==> src/design/bitr_pkg.sv <==
// ----------------------------------------------------------------------------
// bitr_pkg
// Shared types, widths and codes of the bone id table resolver.
// ----------------------------------------------------------------------------
package bitr_pkg;

  localparam int TABLE_DEPTH_DEF = 1024;

  localparam int ID_W     = 32;
  localparam int LIMIT_W  = 32;
  localparam int ESLOT_W  = 10;
  localparam int FLAGS_W  = 8;
  localparam int TSIZE_W  = 11;
  localparam int OSLOT_W  = 11;
  localparam int STAT_W   = 3;
  localparam int ADDR_W   = 4;
  localparam int DATA_W   = 32;
  localparam int S_DATA_W = 128;
  localparam int M_DATA_W = 24;

  localparam logic [FLAGS_W-1:0] FLAG_MASK_RST = 8'h10;
  localparam logic [OSLOT_W-1:0] SLOT_NONE     = 11'h7FF;

  // status codes
  localparam logic [STAT_W-1:0] ST_MASKED = 3'd0;
  localparam logic [STAT_W-1:0] ST_ROOT   = 3'd1;
  localparam logic [STAT_W-1:0] ST_MATCH  = 3'd2;
  localparam logic [STAT_W-1:0] ST_FAR    = 3'd3;
  localparam logic [STAT_W-1:0] ST_NONE   = 3'd4;

  // register indexes
  localparam logic [1:0] REG_ROOT_ID  = 2'd0;
  localparam logic [1:0] REG_FLAGMASK = 2'd1;
  localparam logic [1:0] REG_TSIZE    = 2'd2;
  localparam logic [1:0] REG_LOD      = 2'd3;

  typedef struct packed {
    logic [ID_W-1:0]    root_id;
    logic [FLAGS_W-1:0] flag_mask;
    logic [TSIZE_W-1:0] table_size;
    logic [LIMIT_W-1:0] lod_distance;
  } cfg_t;

  typedef struct packed {
    logic load;
    logic start;
    logic rd;
    logic cmp;
    logic emit;
  } cmd_t;

  typedef struct packed {
    logic early;
    logic hit;
    logic last;
    logic out_busy;
  } sts_t;

endpackage

==> src/design/bitr_cfg.sv <==
// ----------------------------------------------------------------------------
// bitr_cfg
// APB register file: root id, flag mask, table size, distance.
// ----------------------------------------------------------------------------
module bitr_cfg
  import bitr_pkg::*;
(
  input  logic              clk_i,
  input  logic              rst_ni,
  input  logic              psel,
  input  logic              penable,
  input  logic              pwrite,
  input  logic [ADDR_W-1:0] paddr,
  input  logic [DATA_W-1:0] pwdata,
  output logic [DATA_W-1:0] prdata,
  output logic              pready,
  output cfg_t              cfg_o
);

  cfg_t cfg_q;
  logic wr;

  assign pready = 1'b1;
  assign wr     = psel & penable & pwrite;
  assign cfg_o  = cfg_q;

  always_ff @(posedge clk_i or negedge rst_ni) begin
    if (!rst_ni) begin
      cfg_q.root_id      <= '0;
      cfg_q.flag_mask    <= FLAG_MASK_RST;
      cfg_q.table_size   <= TSIZE_W'(1);
      cfg_q.lod_distance <= '0;
    end else if (wr) begin
      unique case (paddr[3:2])
        REG_ROOT_ID:  cfg_q.root_id      <= pwdata[ID_W-1:0];
        REG_FLAGMASK: cfg_q.flag_mask    <= pwdata[FLAGS_W-1:0];
        REG_TSIZE:    cfg_q.table_size   <= pwdata[TSIZE_W-1:0];
        REG_LOD:      cfg_q.lod_distance <= pwdata[LIMIT_W-1:0];
        default: ;
      endcase
    end
  end

  always_comb begin
    unique case (paddr[3:2])
      REG_ROOT_ID:  prdata = cfg_q.root_id;
      REG_FLAGMASK: prdata = DATA_W'(cfg_q.flag_mask);
      REG_TSIZE:    prdata = DATA_W'(cfg_q.table_size);
      REG_LOD:      prdata = cfg_q.lod_distance;
      default:      prdata = '0;
    endcase
  end

endmodule

==> config.mk <==
export PLATFORM = sky130hd
export DESIGN_NAME = bitr_cfg
export DESIGN_NICKNAME = d
export VERILOG_FILES = /design/src/design/bitr_pkg.sv /design/src/design/bitr_cfg.sv
export SDC_FILE = /design/constraint.sdc
export NUM_CORES = 1
export LEC_CHECK = 0
export ABC_AREA = 0
export BUFFER_PORTS_ARGS = -buffer_cell sky130_fd_sc_hd__buf_2
export CORE_MARGIN = 4
export CORE_UTILIZATION = 40
export DETAILED_ROUTE_END_ITERATION = 10
export MAX_ROUTING_LAYER = met4
export PLACE_DENSITY = 0.67
export SLEW_MARGIN = 20
export SYNTH_ARGS = -nofsm -noshare
export SYNTH_HDL_FRONTEND = slang
export SYNTH_SLANG_ARGS = --single-unit
==> constraint.sdc <==
create_clock -name clk_i -period 1.6 [get_ports clk_i]
set_input_delay 0.16 -clock clk_i [delete_from_list [all_inputs] [get_ports clk_i]]
set_output_delay 0.16 -clock clk_i [all_outputs]
set_load 0.005 [all_outputs]
======== Yosys cells after proc, flatten, opt, wreduce, memory -nomap -nowiden ========
Index checks and enable logic that the tools add are counted.
word-level totals
  input bits .............................. 41
  flip-flop bits (word level) ............. 83
  output and inout bits ................... 116
  word-level logic and storage cells ...... 15
operators by class
  mux-type cells .......................... 1
  bitwise operators ....................... 2
  equality and inequality tests ........... 3
  reduce and logical (&&, ||, !) cells .... 5
operators by type and width
  kind                count
  $pmux 32 s4         1
  $reduce_and 2->1    4
  $eq 2x2->1 const B  2
  $and 1x1->1         2
  $eq 2x1->1 const B  1
  $logic_not 2->1     1

======== Logic depth before layout (Yosys ltp) ========
Gate-level depths: netlist (run 1).
  depth in word-level cells ............... 3
  gate-level depth with buffers ........... 6
  gate-level depth less buffers ........... 3

======== Worst setup path before layout (run 1) ========
No wires, ideal clock.
  path type ............................... input port to output port
  start point ............................. in paddr[2]
  end point ............................... out prdata[10]
  data required time ...................... 1.440 ns
  buffers on the path ..................... 2
  setup slack ............................. 0.318 ns
  stages on the path ...................... 4
  arrival ................................. 1.122 ns
  cell sequence ........................... buf_2 > buf_2 > mux2_2 > a22o_1
on the way
  longest elaborated chain between the ends .. 2
  elaborated cells on any way between the ends .. 5
  classes of those cells .................. eq/ne (3); mux (1); reduce/logical (1)
RTL lines
  what                                      RTL line        text
  from (decl)                               bitr_cfg.sv:13  input logic [ADDR_W-1:0] paddr,
  $eq 2x2->1, or another cell as far along  bitr_cfg.sv:45  unique case (paddr[3:2])
  $pmux 32 s4 *                             bitr_cfg.sv:45
  to (decl)                                 bitr_cfg.sv:15  output logic [DATA_W-1:0] prdata,
Every way passes the cells marked *; elsewhere a longest branch is shown, timed or not.

======== Worst setup path after layout (run 1) ========
  start point ............................. reg cfg_q (netlist bit cfg_o[38])
  end point ............................... out prdata[6]
on the way
  longest elaborated chain between the ends .. 1
RTL lines
  what         RTL line        text
  from (decl)  bitr_cfg.sv:20  cfg_t cfg_q;
  $pmux 32 s4  bitr_cfg.sv:45
No other way between the ends.

==> results of run 1 <==
==> power by group <==
part	internal, mW	switching, mW	total, mW
Clock	0.763	0.719	1.48
Sequential	2.60	0.367	2.96
Combinational	0.949	0.591	1.54
Total	4.31	1.68	5.99
==> through the flow <==
step                instance area (µm²)  worst slack [ns]  cells   util  total power [mW]
global route                       4790            0.0132    505  0.550              6.38
floorplan                          3590             0.318    228      -              3.65
finish                             4790            0.0720    505  0.550              5.99
CTS                                4790            0.0517    505  0.550              6.10
detailed placement                 4590             0.165    488  0.526              4.59
global placement                   4590             0.171    488  0.526              4.53
==> synth_stat cells <==
master / instances / share of area
or2_1: 1 / 0.0017
inv_1: 1 / 0.0010
mux4_2: 8 / 0.050
clkbuf_1: 5 / 0.0052
and2_1: 1 / 0.0017
dfrtp_1: 81 / 0.56
nor2_1: 2 / 0.0021
buf_6: 3 / 0.0094
nor3_2: 1 / 0.0028
nand3_1: 1 / 0.0014
conb_1: 1 / 0.0010
mux2_1: 33 / 0.10
nand4_1: 1 / 0.0017
or3_1: 1 / 0.0017
buf_4: 1 / 0.0021
a22o_1: 24 / 0.058
dfstp_2: 2 / 0.015
buf_2: 8 / 0.011
mux2_2: 53 / 0.17
==> final cells by class <==
| cell class | instances | area [µm²] | area share |
|---|---|---|---|
| timing repair buffer | 170 | 961 | 0.200 |
| clock inverter | 4 | 50.0 | 0.0104 |
| clock buffer | 12 | 145 | 0.0303 |
| multi-input combinational | 127 | 1420 | 0.296 |
| inverter | 1 | 3.75 | 0.000783 |
| sequential | 83 | 2080 | 0.434 |
| tap | 108 | 135 | 0.0282 |
==> worst max-delay path, delay by kind of cell (launching register included) <==
family                 cells  cell delay (ns)
multiplexers               1             0.48
flip-flops                 1             0.41
buffers and inverters      1             0.15
==> layer usage <==
layer,global-route usage,vias up
met5,-,-
met2,0.289,64
met1,0.209,1293
met3,0.0392,2
li1,-,1173
met4,0.0269,0
==> final timing paths <==
kind / start / end / slack, ns / cells after the start
max: cfg_o[38] / prdata[6] / 0.07 / 2
min: pwdata[15] / cfg_o[15] / 0.04 / 2
max reg2reg: cfg_o[25] / cfg_o[25] / 0.77 / 1
min reg2reg: cfg_o[6] / cfg_o[6] / 0.52 / 1
max in group asynchronous: rst_ni / cfg_o[32] / 0.70 / 3
min in group asynchronous: rst_ni / cfg_o[54] / 0.28 / 2
==> logic make-up (layout without fill, tap and decap cells) <==
logic type             after synthesis  after routing  synth area share
muxes                               94             94             0.320
other                                1              1           0.00104
buffers and inverters               18            187            0.0289
DFF                                 83             83             0.579
AOI/OAI and AO/OA                   24             24            0.0585
and+or+nand+nor                      8              8            0.0132
==> what timing repair did <==
| item | 4_1_cts | 5_1_grt |
|---|---|---|
| endpoints found under the hold margin | 25 | 0 |
| hold buffers | 1 | 0 |
| resized for setup | 0 | 0 |
==> impl_metrics.yaml, run 1 <==
final_layout:
  syn_to_final_growth_pct: 33.4
  largest_reg_flops: 83
  final_common_cell: "buf_2"
  nets: 433
  layout-drive-gt1-share: 0.625
  layout_common_cells: "buf_2 (152), dfrtp_1 (81), mux2_2 (53)"
  diodes: 0
  nFillCells: 757
global_routing:
  grt_max_degree: 42
  first_global_vias: 2578
  grt_pass1_wl_um: 13300
  gr-usage-all-layers: 0.169
  antenna_found_initial: 0
  gr-total-overflow: 0
logic_synthesis:
  synthCells: 228
  syn_avg_cell_area_um2: 15.8
  ys_ff_latch: 83
  ys_types: 19
  syn_area_um2: 3590
  yosys_warnings: 0
  yosysSeqAreaShare: 0.579
  synth_nets: 269
drt:
  met2_length_um: 4660
  highest_layer: "met4"
  wl_met1_um: 3610
  firstDrtPassIters: 4
  ant_nets: 0
  post_drt_wl_per_cell_um: 17.2
  drcViolationCount: 0
  vias: 2532
  routed_wl_um: 8680
  met3_length_um: 371
  viasPerCell: 5.01
  drt_iter0_markers: 35
setup_path:
  cp-start-kind: "flop"
  worstPathRequired_ns: 1.44
  critPathMaxStageDelay_ns: 0.48
  critPathSlowestCell: "mux4_2"
  path_class: "flop to output port"
  cp-end-kind: "output port"
  path_max_fanout: 3
  worstPathCellList: "mux4_2 -> buf_2"
  critPathArrivalTime_ns: 1.37
placed_design:
  gp_congestion: 0.745
  port_buffers: 153
  hpwl_um: 6420
timing:
  layout_worst_path_cycle_share: 0.955
  whs_ns: 0.0389
  hold_violations: 0
  final.min_clock_period_ns: 1.53
  skew_ns: 0
  setup_tns_ns: 0
  drv_slew: 0
  final-setup-viol-count: 0
  rsz0062_at_grt: "false"
  max_freq_mhz: 654
pwr:
  p_leak_nw: 2.42
  ir_worst_vdd_v: 0.000632
  powerDensity_nw_per_um2: 1250
flow_run:
  drv_cap: 0
clock_network:
  post_cts_buffers: 0
  cts-root-buf: "clkbuf_8"
  path_clk_slew_ns: 0.09
  cts_tree: "yes"
  htreeDepth: 3
  insertion_delay_ns: 0.34
  numCtsBuffers: 9
  clk_path_buf_depth: 2
  clock_sinks: 83
floorplanning:
  die_w_um: 103
  io_pins: 157
  fp.dieArea_um2: 10600
  rows: 34
  die_y_um: 103
  initial_core_util: 0.412
  core_um2: 8720
outcome:
  outcome: "completed"
worst_hold_path:
  hp-class: "input port to flop"
Note: power is estimated with default switching activity, not from simulation.
==> run 2, diff against run 1 <==
==> constraint.sdc (replaced) <==
create_clock -name clk_i -period 1.6 [get_ports clk_i]
set_input_delay 0.08 -clock clk_i [delete_from_list [all_inputs] [get_ports clk_i]]
set_output_delay 0.08 -clock clk_i [all_outputs]
set_load 0.005 [all_outputs]
==> impl_metrics.yaml, run 2 (same netlist as run 1, synthesis figures left out) <==
floorplanning:
  die_w_um: 103
  fp.dieArea_um2: 10600
  initial_core_util: 0.412
  io_pins: 157
  core_um2: 8720
  rows: 34
  die_y_um: 103
setup_path:
  cp-start-kind: "flop"
  critPathArrivalTime_ns: 1.35
  cp-end-kind: "output port"
  path_max_fanout: 3
  path_class: "flop to output port"
  regToRegSetupSlack_ns: 0.77
  worstPathRequired_ns: 1.52
final_layout:
  diodes: 0
  layout-drive-gt1-share: 0.581
  instances_no_fill: 533
  nets: 461
  nFillCells: 760
  final_core_utilization: 0.579
  layout_common_cells: "buf_2 (152), dfrtp_1 (81), mux2_2 (53)"
  design_area_um2: 5050
  syn_to_final_growth_pct: 40.6
  largest_reg_flops: 83
  final_common_cell: "buf_2"
timing:
  whs_ns: 0.200
  hold_violations: 0
  final.min_clock_period_ns: 1.43
  max_freq_mhz: 698
  rsz0062_at_grt: "false"
  final-setup-viol-count: 0
  layout_worst_path_cycle_share: 0.896
  skew_ns: 0
  setup_tns_ns: 0
  drv_slew: 0
  layout_setup_ws_ns: 0.167
global_routing:
  top_usage_layer: "met2"
  gr-usage-all-layers: 0.178
  grtUsageMet3: 0.0440
  use_met1: 0.211
  first_global_vias: 2722
  grt_max_degree: 54
  grt_pass1_wl_um: 14000
  grt.met2_usage: 0.306
  antenna_found_initial: 0
  gr-total-overflow: 0
drt:
  vias: 2656
  ant_nets: 0
  post_drt_wl_per_cell_um: 16.5
  drcViolationCount: 0
  viasPerCell: 4.98
  routed_wl_um: 8810
  firstDrtPassIters: 3
  drt_iter0_markers: 34
clock_network:
  insertion_delay_ns: 0.34
  htreeDepth: 3
  path_clk_slew_ns: 0.08
  cts_tree: "yes"
  clk_path_buf_depth: 2
  clock_sinks: 83
  cts-root-buf: "clkbuf_8"
  numCtsBuffers: 9
  post_cts_buffers: 0
pwr:
  sw_frac_of_total: 0.286
  pwr-share-clk: 0.232
  ir_worst_vdd_v: 0.000748
  p_int_mw: 4.24
  powerDensity_nw_per_um2: 1170
  seq_power_share: 0.500
  p_leak_nw: 2.52
  total_power_mw: 5.93
  comb_power_share: 0.268
  switchingPower_mw: 1.69
placed_design:
  port_buffers: 153
  hpwl_um: 6490
  place_ws_ns: 0.102
  dp_cells: 484
  gp_congestion: 0.736
  place_area_um2: 4530
flow_run:
  drv_cap: 0
outcome:
  outcome: "completed"
worst_hold_path:
  hp-class: "input port to asynchronous set/reset pin"
[run 2: cell types whose count changed in the layout (fill, tap and decap cells not counted), sizes merged]
cell,before,now
clkbuf,12,11
clkinv,1,3
buf,169,165
dlygate4sd3,1,33
bufinv,1,0
[run 2: final cells by class]
cell class	instances	area, µm²	area share
sequential	83	2080	0.411
multi-input combinational	127	1420	0.281
timing repair buffer	198	1230	0.243
clock buffer	11	151	0.0300
tap	108	135	0.0267
clock inverter	5	37.5	0.00743
inverter	1	3.75	0.000743
[run 2: final timing paths]
check | from | cells after the start | end
min in group clk_i | pwrite | 5 | cfg_o[34]
min | rst_ni | 2 | cfg_o[3]
min reg2reg | cfg_o[3] | 1 | cfg_o[3]
max reg2reg | cfg_o[18] | 1 | cfg_o[18]
max in group asynchronous | rst_ni | 3 | cfg_o[47]
max | cfg_o[2] | 2 | prdata[2]
[run 2: worst max-delay path, stage by stage, from the launching register on]
cell and delay (ns):
dfrtp_1 0.40, mux4_2 0.47, buf_2 0.14
[run 2: repair_timing]
| action | in CTS | in global routing |
|---|---|---|
| hold buffers | 33 | 0 |
| endpoints found under the setup margin | 0 | 21 |
| gates resized for setup | 0 | 1 |
| endpoints found under the hold margin | 104 | 0 |
[run 2: power groups by stage]
stage          registers, mW  logic (mW)  clock network [mW]
4_1_cts                 2.97        1.63                1.44
2_1_floorplan           2.99       0.660                   0
5_1_grt                 3.04        1.78                1.53
6_report                2.96        1.59                1.38
3_5_place_dp            3.02        1.56                   0
3_3_place_gp            2.99        1.53                   0
[run 2: per-layer routing]
metal	up-vias	share of wire	routed length (µm)
met5	-	0	0
met4	0	0.0085	75
met3	6	0.041	364
met2	61	0.55	4860
met1	1357	0.40	3510
li1	1232	-	-
