<file path="config.mk">
export PLATFORM = sky130hd
export DESIGN_NAME = bitr_ctrl
export DESIGN_NICKNAME = d
export VERILOG_FILES = /design/src/design/bitr_pkg.sv /design/src/design/bitr_ctrl.sv
export SDC_FILE = /design/constraint.sdc
export NUM_CORES = 1
export LEC_CHECK = 0
export ABC_AREA = 1
export ABC_CLOCK_PERIOD_IN_PS = 880
export BUFFER_PORTS_ARGS = -buffer_cell sky130_fd_sc_hd__clkbuf_2
export CAP_MARGIN = 10
export CORE_AREA = 2 2 39 41
export CTS_CLUSTER_SIZE = 20
export DETAILED_ROUTE_END_ITERATION = 8
export DIE_AREA = 0 0 41 43
export RECOVER_POWER = 100
export SYNTH_ARGS = -nofsm -noshare
export SYNTH_HDL_FRONTEND = slang
export SYNTH_SLANG_ARGS = --single-unit
</file>
<file path="constraint.sdc">
create_clock -name clk_i -period 0.88 [get_ports clk_i]
set_input_delay 0.088 -clock clk_i [delete_from_list [all_inputs] [get_ports clk_i]]
set_output_delay 0.088 -clock clk_i [all_outputs]
set_load 0.02 [all_outputs]
</file>
<file path="src/design/bitr_pkg.sv">
// ----------------------------------------------------------------------------
// bitr_pkg
// Shared types, widths and codes of the bone id table resolver.
// ----------------------------------------------------------------------------
package bitr_pkg;

  localparam int TABLE_DEPTH_DEF = 1024;

  localparam int ID_W     = 32;
  localparam int LIMIT_W  = 32;
  localparam int ESLOT_W  = 10;
  localparam int FLAGS_W  = 8;
  localparam int TSIZE_W  = 11;
  localparam int OSLOT_W  = 11;
  localparam int STAT_W   = 3;
  localparam int ADDR_W   = 4;
  localparam int DATA_W   = 32;
  localparam int S_DATA_W = 128;
  localparam int M_DATA_W = 24;

  localparam logic [FLAGS_W-1:0] FLAG_MASK_RST = 8'h10;
  localparam logic [OSLOT_W-1:0] SLOT_NONE     = 11'h7FF;

  // status codes
  localparam logic [STAT_W-1:0] ST_MASKED = 3'd0;
  localparam logic [STAT_W-1:0] ST_ROOT   = 3'd1;
  localparam logic [STAT_W-1:0] ST_MATCH  = 3'd2;
  localparam logic [STAT_W-1:0] ST_FAR    = 3'd3;
  localparam logic [STAT_W-1:0] ST_NONE   = 3'd4;

  // register indexes
  localparam logic [1:0] REG_ROOT_ID  = 2'd0;
  localparam logic [1:0] REG_FLAGMASK = 2'd1;
  localparam logic [1:0] REG_TSIZE    = 2'd2;
  localparam logic [1:0] REG_LOD      = 2'd3;

  typedef struct packed {
    logic [ID_W-1:0]    root_id;
    logic [FLAGS_W-1:0] flag_mask;
    logic [TSIZE_W-1:0] table_size;
    logic [LIMIT_W-1:0] lod_distance;
  } cfg_t;

  typedef struct packed {
    logic load;
    logic start;
    logic rd;
    logic cmp;
    logic emit;
  } cmd_t;

  typedef struct packed {
    logic early;
    logic hit;
    logic last;
    logic out_busy;
  } sts_t;

endpackage

</file>
<file path="src/design/bitr_ctrl.sv">
// ----------------------------------------------------------------------------
// bitr_ctrl
// Sequencer: accepts requests, steps the table search, hands off results.
// ----------------------------------------------------------------------------
module bitr_ctrl
  import bitr_pkg::*;
(
  input  logic clk_i,
  input  logic rst_ni,
  input  logic in_valid_i,
  input  logic in_req_type_i,
  output logic in_ready_o,
  input  sts_t sts_i,
  output cmd_t cmd_o
);

  typedef enum logic [1:0] {
    S_IDLE,
    S_RD,
    S_CMP,
    S_DONE
  } state_e;

  state_e state_q, state_d;
  logic   acc;

  assign in_ready_o = (state_q == S_IDLE);
  assign acc        = in_valid_i & in_ready_o;

  always_comb begin
    cmd_o       = '0;
    cmd_o.load  = acc & ~in_req_type_i;
    cmd_o.start = acc & in_req_type_i;
    cmd_o.rd    = (state_q == S_RD);
    cmd_o.cmp   = (state_q == S_CMP);
    cmd_o.emit  = (state_q == S_DONE) & ~sts_i.out_busy;
  end

  always_comb begin
    state_d = state_q;
    unique case (state_q)
      S_IDLE: if (cmd_o.start) state_d = sts_i.early ? S_DONE : S_RD;
      S_RD:   state_d = S_CMP;
      S_CMP:  state_d = (sts_i.hit | sts_i.last) ? S_DONE : S_RD;
      S_DONE: if (!sts_i.out_busy) state_d = S_IDLE;
      default: state_d = S_IDLE;
    endcase
  end

  always_ff @(posedge clk_i or negedge rst_ni) begin
    if (!rst_ni) begin
      state_q <= S_IDLE;
    end else begin
      state_q <= state_d;
    end
  end

endmodule

</file>
# --- After elaboration in Yosys (flattened, before gate mapping) ---
# Index checks and enable logic that the tools add are counted.
totals:
  out_inout_bits: 6
  elab_cells: 20
  in_bits: 8
  reg_bits: 2
classes:
  reduce_logical: 2
  muxes: 5
  n_eq_ne: 5
  bitwise: 7
op_table:
  columns: ["operator", "n"]
  rows:
  - ["2-to-1 mux 2 bit", 4]
  - ["one-hot mux 2 bit (4 select lines)", 1]
  - ["AND 1 bit", 4]
  - ["equality test 2 bit (second input constant)", 2]
  - ["equality test 2 x 1 -> 1 bit (second input constant)", 1]
  - ["logical NOT 2 bit", 1]
  - ["inequality test 2 x 1 -> 1 bit (second input constant)", 1]
  - ["inequality test 2 bit (second input constant)", 1]
  - ["NOT 1 bit", 2]
  - ["AND reduction 2 bit", 1]
  - ["bitwise OR 1 bit", 1]

# --- Depth between registers and ports, before layout ---
# Gate-level depths: netlist of run 1.
depth:
  word_depth: 5
  mapped_depth: 6
  depth_no_buf: 6

# --- Least setup slack after synthesis of run 1 ---
# OpenSTA, ideal clock, no wires.
synth_timing:
  path_type: "flip-flop to output port"
  start: "reg state_q[0]"
  end: "out cmd_o[3] (netlist name)"
  t_arrival_ns: 1.088
  setup_slack_ns: -0.296
  n_path_buf: 0
  required_ns: 0.792
  stages_incl_launch_ff: 4
  path_cell_list: "dfrtp_1 nor2_2 nand2_1 nor2_1"
synth_rtl:
  columns: ["item", "line", "text"]
  rows:
  - ["start, declared", "bitr_ctrl.sv:24", "state_e state_q, state_d;"]
  - ["start signal, assigned", "bitr_ctrl.sv:54", "state_q <= state_d;"]
  - ["end, declared", "bitr_ctrl.sv:14", "output cmd_t cmd_o"]

==> results.toml, run 1 <==
[grt]
overflow = 0
grt_start_max_net_pins = 6
antenna_found_initial = 0
grt_pass1_wl_um = 731
grtUsageTotal = 0.06928
grt_pass1_vias = 213

[cts]
insertion_delay_ps = 230
cts.sinks = 2
cts_buffer_depth = 2
cts_max_level = 1
cts_root_buf = "clkbuf_4"
tritoncts = "built"
cts_buffers = 3
clkTransAtPathRegs_ps = 30

[finish]
fin_nets = 56
reg.largest.list = "state_q x2"
fillers = 155
layout_common_cells = "7 x nand2_1, 6 x clkbuf_2, 5 x nor2_4, 4 x inv_1, 4 x buf_8"
antenna_cells = 0
largest_reg_flops = 2
syn_to_final_growth_pct = 183.8
drive_above_1_share = 0.6596
regMostFlops = "state_q"
final_common_cell = "nand2_1"

[placement]
gp_congestion = 0.5984
portBuffers = 13
dp_hpwl_um = 393.8

[power_and_ir_drop]
combinationalPowerShare = 0.688
seq_power_share = 0.159
swShare = 0.4287
switchingPower_uw = 632.5
p_leak_uw = 0.0002122
power.internal_uw = 842.8
power_uw = 1475
clockPowerShare = 0.153
power.density_nw_per_um2 = 3552
vdd_drop_max_v = 0.0007511

[die]
core_um2 = 1384
die_area_um2 = 1763
die_w_um = 41
start_util = 0.1058
rows = 14
die_h_um = 43
ios = 14

[setup_path]
cp_max_fo = 3
path_class = "flop to output pin"
cp.arrival_ps = 1090
r2r_setup_slack_ps = -110
worstSetupEndpointType = "output pin"
critPathLaunchType = "flop"
ff2ff_path_depth = 6
cp.required_ps = 790

[route]
drtIter0Drc = 3
wl_per_cell_um = 7.492
drtPass1Iterations = 4
final_antenna_net_count = 0
route.detailed.drc = 0
viasPerCell = 3.619
num_vias = 228
wl_um = 472

[timing]
tns_ps = -1742
relSlewSlack = 0.9149
drv_slew = 0
max_freq_ghz = 0.8481
worst_pin_slew_ps = 126.4
final-hold-violation-count = 0
min_period_over_period = 1.340
finalClockSkew_ps = 6.569
min_period_ps = 1179
rsz0062_at_grt = "true"
setup_viol = 8
setup_ws_ps = -299.2

[synth]
synth.avg_cell_area_um2 = 5.856
synth_area_um2 = 146.4
syn-instance-count = 25
yosys_warnings = 0
ys_seq_area_frac = 0.3419
synth_nets = 33
synth_seq_cells = 2
synthDistinctLibCells = 10

[flow_run]
drv_cap = 0

[outcome]
violations = "setup timing"
outcome = "complete, but fails checks"

[hold_path]
worstHoldPathType = "primary input to flop"
worstHoldPathCells = 3
==> critical path, cell delays in order, from the launching register on <==
cell	delay, ps
dfrtp_2	430
nor2_4	150
nand2_4	80
nor2_4	90
buf_8	110
==> Yosys cell counts, drive strengths merged <==
master | n | area share
dfrtp | 2 | 0.34
inv | 6 | 0.15
nand2 | 8 | 0.21
nand3 | 1 | 0.034
nor2 | 5 | 0.16
nor3 | 1 | 0.034
o21ai | 2 | 0.068
==> power groups by stage <==
stage | logic [µW] | registers (µW) | clock network [µW]
floorplan | 429 | 233 | 0
global route | 1090 | 244 | 239
finish | 1020 | 235 | 225
global placement | 697 | 224 | 0
detailed placement | 705 | 228 | 0
CTS | 895 | 228 | 238
==> layer usage <==
layer  vias to the layer above  GRT usage  wire (µm)
li1                        120          -          -
met1                        99    0.05145        140
met2                         9     0.1094        295
met3                         0    0.03141         37
met4                         0    0.08000          0
met5                         -          0          0
==> repair_timing <==
action	4_1_cts	5_1_grt
setup buffers	0	1
endpoints found under the setup margin	8	8
pin swaps	0	3
hold buffers	1	0
resized for setup	14	8
endpoints found under the hold margin	2	0
==> worst paths after layout <==
check,start,to
setup / recovery,state_q[1]$_DFFE_PN0P_,cmd_o[4]
hold / removal,sts_i[0],state_q[0]$_DFFE_PN0P_
setup reg to reg,state_q[0]$_DFFE_PN0P_,state_q[1]$_DFFE_PN0P_
hold reg to reg,state_q[0]$_DFFE_PN0P_,state_q[0]$_DFFE_PN0P_
max in group asynchronous,rst_ni,state_q[1]$_DFFE_PN0P_
min in group asynchronous,rst_ni,state_q[0]$_DFFE_PN0P_
==> final cells by class <==
class / instances / area, µm² / share of cell area
Clock buffer: 4 / 26.28 / 0.06325
Inverter: 6 / 22.52 / 0.05422
Multi-Input combinational cell: 17 / 128.9 / 0.3102
Sequential cell: 2 / 52.55 / 0.1265
Tap cell: 16 / 20.02 / 0.04819
Timing Repair Buffer: 18 / 165.2 / 0.3976
==> metrics by stage <==
step / instance area, µm² / hold WS (ps) / std cells / worst slack, ps / util
finish: 415.4 / 169.6 / 63 / -299.2 / 0.3002
global route: 415.4 / 197.8 / 63 / -350.3 / 0.3002
CTS: 390.4 / 167.9 / 62 / -330.6 / 0.2821
detailed placement: 294.0 / -119.3 / 57 / -103.4 / 0.2125
global placement: 294.0 / -125.3 / 57 / -97.12 / 0.2125
floorplan: 186.4 / -207.6 / 25 / -95.66 / -
==> cells by family (layout without fill, tap and decap cells) <==
logic type	count (synthesis)	in the layout	synth area share
DFF	2	2	0.3419
buffers and inverters	6	28	0.1538
AOI/OAI and AO/OA	2	2	0.06831
and+or+nand+nor	15	15	0.4358
No activity file was read; power rests on OpenSTA's default activity.
==> inputs of run 2 (changes only) <==
--- a/config.mk
+++ b/config.mk
@@ -14,6 +14,7 @@
 export DETAILED_ROUTE_END_ITERATION = 8
 export DIE_AREA = 0 0 41 43
 export RECOVER_POWER = 100
+export SKIP_LAST_GASP = 1
 export SYNTH_ARGS = -nofsm -noshare
 export SYNTH_HDL_FRONTEND = slang
 export SYNTH_SLANG_ARGS = --single-unit
==> run 2 against run 1 <==
Against the previous run:
- the flow still finishes with violations (setup timing)
- first-iteration DRC count stayed put
- via count down 0.44%
- clock power barely moved
- cell count stayed put
- hold slack about the same
- setup slack lost 11 ps
- global-route usage is 0.10 points lower
- non-clock buffer count unchanged
- wire length increased by 0.64%
- sequential share of layout area grew 0.12 points
- register-to-register slack hardly changed
- critical path type unchanged
- critical endpoint is now cmd_o[3]
- largest cell class unchanged
- largest power group unchanged
- highest routed layer unchanged
==> results.toml, run 2 (synthesis results as in run 1) <==
[finish]
drive_above_1_share = 0.6596
multi_input_area_um2 = 128.9
syn_to_final_growth_pct = 181.2
layout_common_cells = "7 x nand2_1, 6 x clkbuf_2, 5 x nor2_4, 4 x inv_1"
reg.largest.list = "state_q x2"
fin_nets = 56
final_common_cell = "nand2_1"
regMostFlops = "state_q"
antenna_cells = 0
largest_reg_flops = 2
regArea_um2 = 52.55
fillers = 157

[setup_path]
path_cells = "nor2_4, nand2_4, nor2_4, buf_8"
critPathMaxStageDelay_ps = 440
r2r-end = "state_q[1]$_DFFE_PN0P_"
cp.required_ps = 790
ff2ff_path_depth = 5
rr_startpoint = "state_q[0]$_DFFE_PN0P_"
cp_max_fo = 5
r2r_setup_slack_ps = -120
cp.arrival_ps = 1100
worstSetupEndpointType = "output pin"
path_class = "flop to output pin"
critPathLaunchType = "flop"
cp_common_cell = "nor2_4"
critPathSlowestCell = "dfrtp_2"

[timing]
setup_viol = 8
finalClockSkew_ps = 6.569
rsz0062_at_grt = "true"
relSlewSlack = 0.9149
drv_slew = 0
hold_ws_ps = 169.6
worst_pin_slew_ps = 126.4
final-hold-violation-count = 0
min_period_over_period = 1.353
min_period_ps = 1191
setup_ws_ps = -310.6
max_freq_ghz = 0.8399

[cts]
cts_root_buf = "clkbuf_4"
cts_buffers = 3
tritoncts = "built"
cts.sinks = 2
insertion_delay_ps = 230
cts_buffer_depth = 2
cts_max_level = 1
clkTransAtPathRegs_ps = 30

[grt]
antenna_found_initial = 0
grtUsageTotal = 0.06827
grt_pass1_wl_um = 717
overflow = 0
grt_start_max_net_pins = 6
grt_pass1_vias = 209

[die]
ios = 14
start_util = 0.1058
die_area_um2 = 1763
die_h_um = 43
die_w_um = 41
rows = 14
core_um2 = 1384

[route]
final_antenna_net_count = 0
wl_um = 475
drtPass1Iterations = 4
route.detailed.drc = 0
wl_per_cell_um = 7.540
drtIter0Drc = 3
num_vias = 227
viasPerCell = 3.603

[power_and_ir_drop]
power_uw = 1472
power.density_nw_per_um2 = 3575
vdd_drop_max_v = 0.0007512
p_leak_uw = 0.0002110

[placement]
dp_hpwl_um = 393.8
portBuffers = 13
gp_congestion = 0.5984

[hold_path]
worstHoldPathCells = 3
worstHoldStart = "sts_i[0]"
worstHoldPathType = "primary input to flop"
whs_endpoint = "state_q[0]$_DFFE_PN0P_"

[outcome]
outcome = "complete, but fails checks"
violations = "setup timing"

[flow_run]
drv_cap = 0
-- run 2: cell types whose count changed in the layout (fill, tap and decap cells not counted) --
cell   change
buf_6      +1
buf_8      -1
-- run 2: area by class of cell --
cell class,count,area share
Timing Repair Buffer,18,0.3921
Multi-Input combinational cell,17,0.3131
Sequential cell,2,0.1277
Clock buffer,4,0.06383
Inverter,6,0.05471
Tap cell,16,0.04863
-- run 2: repair_timing --
action	CTS	global route
pin swaps	0	5
resized for setup	13	9
setup buffers	0	1
endpoints found under the hold margin	2	0
setup endpoints to repair	8	8
hold buffers	1	0
-- run 2: power breakdown --
group,switching [µW],internal (µW),total (µW)
clock network,56.5,169,225
logic,492,519,1010
registers,83.0,152,235
total,632,840,1470
-- run 2: worst max-delay path by stage --
stage                           start  endpoint  cells past startpoint
4_1_cts        state_q[0]$_DFFE_PN0P_  cmd_o[4]                      4
2_1_floorplan  state_q[1]$_DFFE_PN0P_  cmd_o[3]                      3
6_report       state_q[0]$_DFFE_PN0P_  cmd_o[3]                      4
5_1_grt        state_q[0]$_DFFE_PN0P_  cmd_o[4]                      4
3_3_place_gp   state_q[0]$_DFFE_PN0P_  cmd_o[4]                      4
3_5_place_dp   state_q[1]$_DFFE_PN0P_  cmd_o[4]                      4
-- run 2: per-layer routing --
| metal | up-vias | routed length (µm) | global-route usage |
|---|---|---|---|
| met1 | 98 | 142 | 0.04823 |
| li1 | 120 | - | - |
| met4 | 0 | 0 | 0.08000 |
| met5 | - | 0 | 0 |
| met2 | 9 | 295 | 0.1094 |
| met3 | 0 | 37 | 0.03141 |
-- run 2: worst max-delay path: cells and delay by family (launching register included) --
kind	cells	cell delay, ps
flip-flops	1	440
buffers and inverters	1	110
AND/OR/NAND/NOR	3	330
-- run 2: per-stage QoR --
stage | setup WS [ps] | setup TNS [ps] | instances | area [µm²] | util
after floorplan | -95.66 | -324.7 | 25 | 186.4 | -
after global placement | -97.12 | -359.8 | 57 | 294.0 | 0.2125
after detailed placement | -103.4 | -452.8 | 57 | 294.0 | 0.2125
after CTS | -341.6 | -1933 | 62 | 384.1 | 0.2776
after global routing | -365.3 | -2210 | 63 | 411.6 | 0.2975
final | -310.6 | -1826 | 63 | 411.6 | 0.2975
